**src/rtl/lrpm_pkg.sv**
```systemverilog
// Shared types and constants of the link rate peak meter.
package lrpm_pkg;

    localparam int COUNTER_WIDTH = 64;
    localparam logic [63:0] CNT_MASK = {64{1'b1}} >> (64 - COUNTER_WIDTH);

    localparam logic [63:0] MIN_ELAPSED_MS = 64'd100;
    localparam logic [16:0] MUL_RATE       = 17'd1000;
    localparam logic [16:0] MUL_SHARE      = 17'd100000;
    localparam logic [16:0] MUL_LINK       = 17'd2;
    localparam logic [13:0] FULL_SHARE     = 14'd10000;
    localparam logic [19:0] LINK_SHARE_MAX = 20'd1000000;
    // reciprocal of ten, exact for values below 2^18
    localparam logic [16:0] RECIP_TEN      = 17'd104858;

    typedef enum logic [1:0] {
        KIND_FIRST  = 2'd0,
        KIND_IGNORE = 2'd1,
        KIND_UPDATE = 2'd2
    } kind_t;

    typedef enum logic [2:0] {
        OP_RX_RATE  = 3'd0,
        OP_TX_RATE  = 3'd1,
        OP_RX_SHARE = 3'd2,
        OP_TX_SHARE = 3'd3,
        OP_RX_LINK  = 3'd4,
        OP_TX_LINK  = 3'd5
    } op_t;

    typedef struct packed {
        logic load;
        logic classify;
        logic start;
        op_t  op;
        logic emit;
    } cmd_t;

    typedef struct packed {
        kind_t kind;
        logic  div_done;
        logic  out_free;
    } stat_t;

endpackage

```
**src/rtl/lrpm_div.sv**
```systemverilog
// Serial divider: floor(num/den) of an 81-bit numerator, one quotient bit a cycle, saturating.
module lrpm_div
    import lrpm_pkg::*;
(
    input  logic        clk,
    input  logic        rst_n,
    input  logic        start,
    input  logic [16:0] num_hi,
    input  logic [63:0] num_lo,
    input  logic [63:0] den,
    output logic        done,
    output logic [63:0] quot
);

    logic        busy_reg, busy_next;
    logic        done_reg, done_next;
    logic [5:0]  cnt_reg, cnt_next;
    logic [63:0] rem_reg, rem_next;
    logic [63:0] lo_reg, lo_next;
    logic [63:0] q_reg, q_next;
    logic [63:0] den_reg, den_next;
    logic        sat_reg, sat_next;
    logic [64:0] rem_sh;

    // Shift in one numerator bit and try the subtraction
    always_comb
    begin
        busy_next = busy_reg;
        done_next = 1'b0;
        cnt_next  = cnt_reg;
        rem_next  = rem_reg;
        lo_next   = lo_reg;
        q_next    = q_reg;
        den_next  = den_reg;
        sat_next  = sat_reg;
        rem_sh    = {rem_reg, lo_reg[63]};
        if (start)
        begin
            busy_next = 1'b1;
            cnt_next  = 6'd0;
            rem_next  = {47'd0, num_hi};
            lo_next   = num_lo;
            q_next    = 64'd0;
            den_next  = den;
            sat_next  = ({47'd0, num_hi} >= den);
        end
        else if (busy_reg)
        begin
            lo_next = {lo_reg[62:0], 1'b0};
            if (rem_sh >= {1'b0, den_reg})
            begin
                rem_next = 64'(rem_sh - {1'b0, den_reg});
                q_next   = {q_reg[62:0], 1'b1};
            end
            else
            begin
                rem_next = rem_sh[63:0];
                q_next   = {q_reg[62:0], 1'b0};
            end
            cnt_next = 6'(cnt_reg + 6'd1);
            if (cnt_reg == 6'd63)
            begin
                busy_next = 1'b0;
                done_next = 1'b1;
            end
        end
    end

    always_ff @(posedge clk or negedge rst_n)
    begin
        if (!rst_n)
        begin
            busy_reg <= 1'b0;
            done_reg <= 1'b0;
            cnt_reg  <= 6'd0;
        end
        else
        begin
            busy_reg <= busy_next;
            done_reg <= done_next;
            cnt_reg  <= cnt_next;
        end
    end

    always_ff @(posedge clk)
    begin
        rem_reg <= rem_next;
        lo_reg  <= lo_next;
        q_reg   <= q_next;
        den_reg <= den_next;
        sat_reg <= sat_next;
    end

    assign done = done_reg;
    assign quot = sat_reg ? {64{1'b1}} : q_reg;

endmodule

```
**src/rtl/lrpm_dp.sv**
```systemverilog
// Datapath: sample and state registers, operand selection, result update and output word.
module lrpm_dp
    import lrpm_pkg::*;
(
    input  logic         clk,
    input  logic         rst_n,
    input  cmd_t         cmd,
    output stat_t        stat,
    input  logic [191:0] in_data,
    input  logic         cfg_valid,
    input  logic [19:0]  cfg_data,
    output logic         m_tvalid,
    input  logic         m_tready,
    output logic [327:0] m_tdata,
    output logic [1:0]   m_tuser
);

    logic [63:0]  cur_rx_reg, cur_tx_reg, cur_time_reg;
    logic [63:0]  last_rx_reg, last_tx_reg, last_time_reg;
    logic [63:0]  rxr_reg, txr_reg;
    logic [63:0]  rx_rate_reg, tx_rate_reg, rx_peak_reg, tx_peak_reg;
    logic [13:0]  rx_share_reg, tx_share_reg;
    logic [19:0]  rx_link_reg, tx_link_reg;
    logic [19:0]  speed_reg;
    kind_t        kind_reg;
    op_t          op_reg;
    logic         mv_reg;
    logic [327:0] mdata_reg;
    logic [1:0]   muser_reg;

    kind_t        kind_now;
    logic [63:0]  elapsed;
    logic [63:0]  opa, den;
    logic [16:0]  opb;
    logic [80:0]  prod;
    logic [63:0]  link_den;
    logic         div_done;
    logic [63:0]  quot;
    logic [17:0]  round_sum;
    logic [34:0]  tenth;
    logic [19:0]  link_val;

    // Classify the held sample against the stored time
    assign elapsed = cur_time_reg - last_time_reg;
    always_comb
    begin
        if (last_time_reg == 64'd0)
            kind_now = KIND_FIRST;
        else if (cur_time_reg < last_time_reg || elapsed < MIN_ELAPSED_MS)
            kind_now = KIND_IGNORE;
        else
            kind_now = KIND_UPDATE;
    end

    assign link_den = {44'd0, speed_reg} * 64'd25;

    // Select operands for the next division
    always_comb
    begin
        case (cmd.op)
            OP_RX_RATE:
            begin
                opa = (cur_rx_reg >= last_rx_reg) ? cur_rx_reg - last_rx_reg : 64'd0;
                opb = MUL_RATE;
                den = elapsed;
            end
            OP_TX_RATE:
            begin
                opa = (cur_tx_reg >= last_tx_reg) ? cur_tx_reg - last_tx_reg : 64'd0;
                opb = MUL_RATE;
                den = elapsed;
            end
            OP_RX_SHARE:
            begin
                opa = rxr_reg;
                opb = MUL_SHARE;
                den = rx_peak_reg;
            end
            OP_TX_SHARE:
            begin
                opa = txr_reg;
                opb = MUL_SHARE;
                den = tx_peak_reg;
            end
            OP_RX_LINK:
            begin
                opa = rx_rate_reg;
                opb = MUL_LINK;
                den = link_den;
            end
            default:
            begin
                opa = tx_rate_reg;
                opb = MUL_LINK;
                den = link_den;
            end
        endcase
        prod = {17'd0, opa} * {64'd0, opb};
    end

    lrpm_div u_div (
        .clk    (clk),
        .rst_n  (rst_n),
        .start  (cmd.start),
        .num_hi (prod[80:64]),
        .num_lo (prod[63:0]),
        .den    (den),
        .done   (div_done),
        .quot   (quot)
    );

    // Round the peak share to hundredths, clamp the link share and zero it without a link speed
    assign round_sum = 18'(quot[16:0]) + 18'd5;
    assign tenth     = {17'd0, round_sum} * {18'd0, RECIP_TEN};
    assign link_val  = (speed_reg == 20'd0) ? 20'd0 :
                       (quot > 64'(LINK_SHARE_MAX)) ? LINK_SHARE_MAX : quot[19:0];

    // Hold the link speed
    always_ff @(posedge clk or negedge rst_n)
    begin
        if (!rst_n)
            speed_reg <= 20'd0;
        else if (cfg_valid)
            speed_reg <= cfg_data;
    end

    // Update the measurement state
    always_ff @(posedge clk or negedge rst_n)
    begin
        if (!rst_n)
        begin
            last_rx_reg   <= 64'd0;
            last_tx_reg   <= 64'd0;
            last_time_reg <= 64'd0;
            rx_rate_reg   <= 64'd0;
            tx_rate_reg   <= 64'd0;
            rx_peak_reg   <= 64'd0;
            tx_peak_reg   <= 64'd0;
            rx_share_reg  <= 14'd0;
            tx_share_reg  <= 14'd0;
            kind_reg      <= KIND_FIRST;
            op_reg        <= OP_RX_RATE;
        end
        else
        begin
            if (cmd.classify)
            begin
                kind_reg <= kind_now;
                if (kind_now == KIND_FIRST)
                begin
                    last_rx_reg   <= cur_rx_reg;
                    last_tx_reg   <= cur_tx_reg;
                    last_time_reg <= cur_time_reg;
                    rx_rate_reg   <= 64'd0;
                    tx_rate_reg   <= 64'd0;
                    rx_peak_reg   <= 64'd0;
                    tx_peak_reg   <= 64'd0;
                    rx_share_reg  <= 14'd0;
                    tx_share_reg  <= 14'd0;
                end
            end
            if (div_done)
            begin
                case (op_reg)
                    OP_TX_RATE:
                    begin
                        last_rx_reg   <= cur_rx_reg;
                        last_tx_reg   <= cur_tx_reg;
                        last_time_reg <= cur_time_reg;
                    end
                    OP_RX_SHARE:
                    begin
                        rx_rate_reg <= rxr_reg;
                        if (rx_peak_reg <= rxr_reg)
                        begin
                            rx_peak_reg  <= rxr_reg;
                            rx_share_reg <= FULL_SHARE;
                        end
                        else
                            rx_share_reg <= tenth[33:20];
                    end
                    OP_TX_SHARE:
                    begin
                        tx_rate_reg <= txr_reg;
                        if (tx_peak_reg <= txr_reg)
                        begin
                            tx_peak_reg  <= txr_reg;
                            tx_share_reg <= FULL_SHARE;
                        end
                        else
                            tx_share_reg <= tenth[33:20];
                    end
                    default:
                    begin
                    end
                endcase
            end
            if (cmd.start)
                op_reg <= cmd.op;
        end
    end

    // Capture the sample, new rates and link shares
    always_ff @(posedge clk)
    begin
        if (cmd.load)
        begin
            cur_rx_reg   <= in_data[63:0] & CNT_MASK;
            cur_tx_reg   <= in_data[127:64] & CNT_MASK;
            cur_time_reg <= in_data[191:128];
        end
        if (div_done)
        begin
            case (op_reg)
                OP_RX_RATE: rxr_reg     <= quot;
                OP_TX_RATE: txr_reg     <= quot;
                OP_RX_LINK: rx_link_reg <= link_val;
                OP_TX_LINK: tx_link_reg <= link_val;
                default:
                begin
                end
            endcase
        end
    end

    // Hold the result word until it is taken
    always_ff @(posedge clk or negedge rst_n)
    begin
        if (!rst_n)
            mv_reg <= 1'b0;
        else if (cmd.emit)
            mv_reg <= 1'b1;
        else if (m_tready)
            mv_reg <= 1'b0;
    end

    always_ff @(posedge clk)
    begin
        if (cmd.emit)
        begin
            mdata_reg <= {4'b0000, tx_link_reg, rx_link_reg, tx_share_reg, rx_share_reg,
                          tx_peak_reg, rx_peak_reg, tx_rate_reg, rx_rate_reg};
            muser_reg <= kind_reg;
        end
    end

    assign m_tvalid      = mv_reg;
    assign m_tdata       = mdata_reg;
    assign m_tuser       = muser_reg;
    assign stat.kind     = kind_reg;
    assign stat.div_done = div_done;
    assign stat.out_free = !mv_reg || m_tready;

endmodule

```
**src/rtl/lrpm_ctrl.sv**
```systemverilog
// Controller: sequences classification, the divisions and the result hand-off.
module lrpm_ctrl
    import lrpm_pkg::*;
(
    input  logic  clk,
    input  logic  rst_n,
    input  logic  s_tvalid,
    output logic  s_tready,
    input  stat_t stat,
    output cmd_t  cmd
);

    typedef enum logic [2:0] {
        S_IDLE,
        S_CLASS,
        S_START,
        S_WAIT,
        S_OUT
    } state_t;

    state_t state_reg;
    op_t    op_reg;
    logic   last_op;

    assign last_op = (op_reg == OP_TX_LINK);

    always_ff @(posedge clk or negedge rst_n)
    begin
        if (!rst_n)
        begin
            state_reg <= S_IDLE;
            op_reg    <= OP_RX_RATE;
        end
        else
        begin
            case (state_reg)
                S_IDLE:
                    if (s_tvalid)
                        state_reg <= S_CLASS;
                S_CLASS:
                    state_reg <= S_START;
                S_START:
                begin
                    op_reg    <= (stat.kind == KIND_UPDATE) ? OP_RX_RATE : OP_RX_LINK;
                    state_reg <= S_WAIT;
                end
                S_WAIT:
                    if (stat.div_done)
                    begin
                        if (last_op)
                            state_reg <= S_OUT;
                        else
                            op_reg <= op_t'(op_reg + 3'd1);
                    end
                S_OUT:
                    if (stat.out_free)
                        state_reg <= S_IDLE;
                default:
                    state_reg <= S_IDLE;
            endcase
        end
    end

    // Decode commands from the state
    always_comb
    begin
        cmd.load     = (state_reg == S_IDLE) && s_tvalid;
        cmd.classify = (state_reg == S_CLASS);
        cmd.emit     = (state_reg == S_OUT) && stat.out_free;
        cmd.start    = 1'b0;
        cmd.op       = op_reg;
        case (state_reg)
            S_START:
            begin
                cmd.start = 1'b1;
                cmd.op    = (stat.kind == KIND_UPDATE) ? OP_RX_RATE : OP_RX_LINK;
            end
            S_WAIT:
            begin
                cmd.start = stat.div_done && !last_op;
                cmd.op    = op_t'(op_reg + 3'd1);
            end
            default:
            begin
            end
        endcase
    end

    assign s_tready = (state_reg == S_IDLE);

endmodule

```
**src/rtl/link_rate_peak_meter.sv**
```systemverilog
// Top level of the link rate peak meter.
// One counter snapshot is processed at a time. An updating sample runs six
// divisions on one shared serial divider (rx and tx rate, rx and tx peak
// share, rx and tx link share) one after another; first and too-early
// samples run only the two link share divisions. A new sample is taken
// once the previous result has been loaded into the output register.
module link_rate_peak_meter
    import lrpm_pkg::*;
(
    input  logic         clk,
    input  logic         rst_n,
    input  logic         s_tvalid,
    output logic         s_tready,
    input  logic [191:0] s_tdata,   // rx_byte_total, tx_byte_total, sample_time_ms
    input  logic         cfg_valid,
    output logic         cfg_ready,
    input  logic [19:0]  cfg_data,  // link_speed_mbps
    output logic         m_tvalid,
    input  logic         m_tready,
    output logic [327:0] m_tdata,   // rx_rate, tx_rate, rx_peak, tx_peak,
                                    // rx_peak_share, tx_peak_share, rx_link_share,
                                    // tx_link_share, zero pad
    output logic [1:0]   m_tuser    // sample_status
);

    cmd_t  cmd;
    stat_t stat;

    assign cfg_ready = 1'b1;

    lrpm_ctrl u_ctrl (
        .clk      (clk),
        .rst_n    (rst_n),
        .s_tvalid (s_tvalid),
        .s_tready (s_tready),
        .stat     (stat),
        .cmd      (cmd)
    );

    lrpm_dp u_dp (
        .clk       (clk),
        .rst_n     (rst_n),
        .cmd       (cmd),
        .stat      (stat),
        .in_data   (s_tdata),
        .cfg_valid (cfg_valid),
        .cfg_data  (cfg_data),
        .m_tvalid  (m_tvalid),
        .m_tready  (m_tready),
        .m_tdata   (m_tdata),
        .m_tuser   (m_tuser)
    );

endmodule

```
**config.mk**
```make
export PLATFORM = sky130hd
export DESIGN_NAME = link_rate_peak_meter
export DESIGN_NICKNAME = d
export VERILOG_FILES = /design/src/rtl/lrpm_pkg.sv /design/src/rtl/lrpm_div.sv /design/src/rtl/lrpm_dp.sv /design/src/rtl/lrpm_ctrl.sv /design/src/rtl/link_rate_peak_meter.sv
export SDC_FILE = /design/constraint.sdc
export NUM_CORES = 2
export LEC_CHECK = 0
export ABC_CLOCK_PERIOD_IN_PS = 23200
export BUFFER_PORTS_ARGS = -buffer_cell sky130_fd_sc_hd__clkbuf_2
export CAP_MARGIN = 15
export CORE_MARGIN = 3
export CORE_UTILIZATION = 65
export DETAILED_ROUTE_END_ITERATION = 6
export PLACE_DENSITY = 0.81
export SETUP_SLACK_MARGIN = 0.15
export SLEW_MARGIN = 0
export SYNTH_ARGS = -nofsm -noshare
export SYNTH_HDL_FRONTEND = slang
export SYNTH_HIERARCHICAL = 1
export SYNTH_SLANG_ARGS = --single-unit
```
**constraint.sdc**
```tcl
create_clock -name clk -period 23.2 [get_ports clk]
set_input_delay 3.48 -clock clk [delete_from_list [all_inputs] [get_ports clk]]
set_output_delay 3.48 -clock clk [all_outputs]
set_load 0.02 [all_outputs]
```
==> results.json <==
{
  "status": "finished with violations",
  "violations": "design-rule violations, max-slew violations",
  "die_y_microns": 407,
  "dr.first_iter.drc_count": 11900,
  "slowest_delay_ps": 820,
  "start_util": 0.657,
  "core_area_sq_um": 159000,
  "route.met3.wl_microns": 50800,
  "drtPass1Iterations": 7,
  "hold_path_depth": 0,
  "grt_start_max_net_pins": 150,
  "drv_cap": 0,
  "syn_avg_cell_area_sq_um": 10.4,
  "tns_ps": 0,
  "fp.dieArea_sq_um": 166000,
  "cts_tree": "built",
  "clock_path_buffers": 3,
  "fp-row-count": 146,
  "crit_end": "u_dp/u_div/sat_reg$_DFFE_PP_",
  "grt_overflow_total": 0,
  "cp.required_ps": 23760,
  "antenna_found_initial": 44,
  "cp.arrival_ps": 15460,
  "hold_viol": 0,
  "rr_worst_depth": 49,
  "drt-met1-wl_microns": 143000,
  "synthFlopType": "edfxtp_1",
  "drt_wl_total_microns": 383000,
  "cts_made_buffers": 154,
  "grt_pass1_vias": 83600,
  "synthToLayoutAreaGrowth_pct": 9.45,
  "hp-class": "reg2reg",
  "synthArstFlopShare": 0.354,
  "clock_skew_ps": 33.6,
  "clock.fmax_mhz": 67.1,
  "num-nets-final": 12200,
  "syn_area_sq_um": 105000,
  "dp_hpwl_microns": 300000,
  "slowest_stage": "nand2_1",
  "vias_per_cell": 6.69,
  "reg2reg_setup_slack_ps": 8300,
  "final_common_cell": "inv_1",
  "path_class": "reg2reg",
  "ys_ff_latch": 1459,
  "holdBufCountCts": 0,
  "final_cell_mix": "inv_1 (1313), ha_1 (1005), edfxtp_1 (832)",
  "ios": 550,
  "cp-startpoint": "u_ctrl/state_reg[0]$_DFFE_PN0P_",
  "wl_met2_microns": 161000,
  "largest_reg_flops": 324,
  "htreeDepth": 4,
  "dr.max_layer_used": "met5",
  "syn_inst": 10100,
  "synth_edf_count": 832,
  "vias": 85200,
  "portBuffers": 544,
  "die_x_microns": 407,
  "cts-root-buf": "clkbuf_16",
  "r2r_end": "u_dp/u_div/sat_reg$_DFFE_PP_",
  "drc": 6,
  "worstPathMaxFanout": 39,
  "yosysWarnings": 6,
  "cts_resized": 0,
  "final-setup-viol-count": 0,
  "worst_slew_pin_slew_ps": 1590,
  "fin_crit_sh": 0.642,
  "period_needed_ps": 14900,
  "wl_per_cell_microns": 30.1,
  "grt_first_pass_wirelength_microns": 552000,
  "globalplace.congestion": 1.09,
  "ys_seq_area_frac": 0.384,
  "cts.sinks": 1459,
  "postCtsSetupBuffers": 0,
  "ant_nets": 0,
  "clkTransAtPathRegs_ps": 70,
  "critPathLaunchType": "register",
  "rsz0062_at_grt": "false",
  "slew_violations": 16,
  "crit_path_frequent_cell": "a21o_1",
  "drive_above_1_share": 0.128,
  "insertion_delay_ps": 840,
  "synth_cell_types": 127,
  "r2r-start": "u_ctrl/state_reg[0]$_DFFE_PN0P_",
  "crit_path_end_kind": "register",
  "track_usage": 0.458,
  "slew_headroom": -0.0615
}
[how the worst min path moves through the flow]
stage / slack, ps / start / to
finish: 390 / u_dp/tx_link_reg[5]$_DFFE_PP_ / u_dp/m_tdata[309]$_DFFE_PP_
global route: 390 / u_dp/tx_link_reg[5]$_DFFE_PP_ / u_dp/m_tdata[309]$_DFFE_PP_
CTS: 390 / u_dp/tx_link_reg[15]$_DFFE_PP_ / u_dp/m_tdata[319]$_DFFE_PP_
detailed placement: 400 / u_dp/rx_link_reg[4]$_DFFE_PP_ / u_dp/m_tdata[288]$_DFFE_PP_
global placement: 400 / u_dp/tx_link_reg[4]$_DFFE_PP_ / u_dp/m_tdata[308]$_DFFE_PP_
floorplan: 400 / u_dp/rx_link_reg[0]$_DFFE_PP_ / u_dp/m_tdata[284]$_DFFE_PP_
[stage by stage]
step / setup WS (ps) / std cells / hold WS, ps / utilization / cell area (sq um)
6_report: 8300 / 12700 / 389 / 0.719 / 114000
5_1_grt: 7900 / 12700 / 393 / 0.719 / 114000
4_1_cts: 8760 / 12700 / 387 / 0.718 / 114000
3_5_place_dp: 8840 / 12400 / 405 / 0.685 / 109000
3_3_place_gp: 9030 / 12400 / 401 / 0.685 / 109000
2_1_floorplan: 11420 / 10100 / 400 / - / 105000
[layer usage]
layer | vias up | global-route usage
met1 | 41900 | 0.605
li1 | 36000 | -
met3 | 1263 | 0.152
met4 | 20 | 0.265
met5 | - | 0.000892
met2 | 5987 | 0.660
[worst max-delay path, delay by kind of cell (launching register included)]
kind	cells	cell delay [ps]
compound gates	22	5790
xor+xnor	1	150
fa+ha+maj	8	3460
buf+inv	9	1840
flops	1	520
simple gates	9	2790
[synth_stat cells (15+ instances only)]
master,n,area [sq um]
inv_1,1315,4940
ha_1,1005,12600
edfxtp_1,832,25000
nor2_1,608,2280
fa_1,595,11900
a21oi_1,549,2750
nand2_1,546,2050
o21ai_0,540,2700
dfrtp_1,516,12900
clkbuf_1,333,1250
nand3_1,306,1530
a21o_1,286,2150
mux2_2,268,3020
mux2i_1,258,2580
xnor2_1,202,1770
nand4_1,157,982
xor2_1,134,1170
a211oi_1,121,908
dfxtp_1,111,2220
nor3_1,106,531
or2_2,93,582
o21bai_1,73,548
nor2b_1,68,425
nor4_1,67,419
and3_1,62,388
a31oi_1,57,357
and2_1,56,350
nand2b_1,55,344
o21a_1,52,390
buf_1,44,165
o21ai_1,44,220
a211o_1,42,368
o211ai_1,41,308
buf_2,40,200
or3_1,35,219
o31ai_1,29,218
a22o_1,25,219
a22oi_1,24,180
a221oi_1,21,184
a221o_1,18,180
and4_1,16,140
or4_1,15,113
[kinds of logic (layout without fill, tap and decap cells)]
logic type / count (synthesis) / count (layout) / synth area share
AOI/OAI and AO/OA: 2139 / 2139 / 0.132
xor gates and xnor gates: 336 / 336 / 0.0282
adders and majority gates: 1600 / 1600 / 0.234
buffers and inverters: 1753 / 2240 / 0.0644
DFF: 1459 / 1459 / 0.384
muxes: 528 / 528 / 0.0539
other: 2 / 37 / 0.0000718
and+or+nand+nor: 2237 / 2237 / 0.103
[final cells by class]
class / count / area [sq um]
Tap cell: 2146 / 2690
Timing Repair Buffer: 637 / 3460
Fill cell: 11300 / 44700
Sequential cell: 1459 / 40100
Clock buffer: 203 / 4250
Multi-Input combinational cell: 6846 / 57900
Antenna cell: 31 / 77.6
Clock inverter: 83 / 986
Inverter: 1317 / 4950
Power is left out: the tool's default activity adds up to more than one toggle a clock period on the data nets, which glitch-free logic cannot reach.
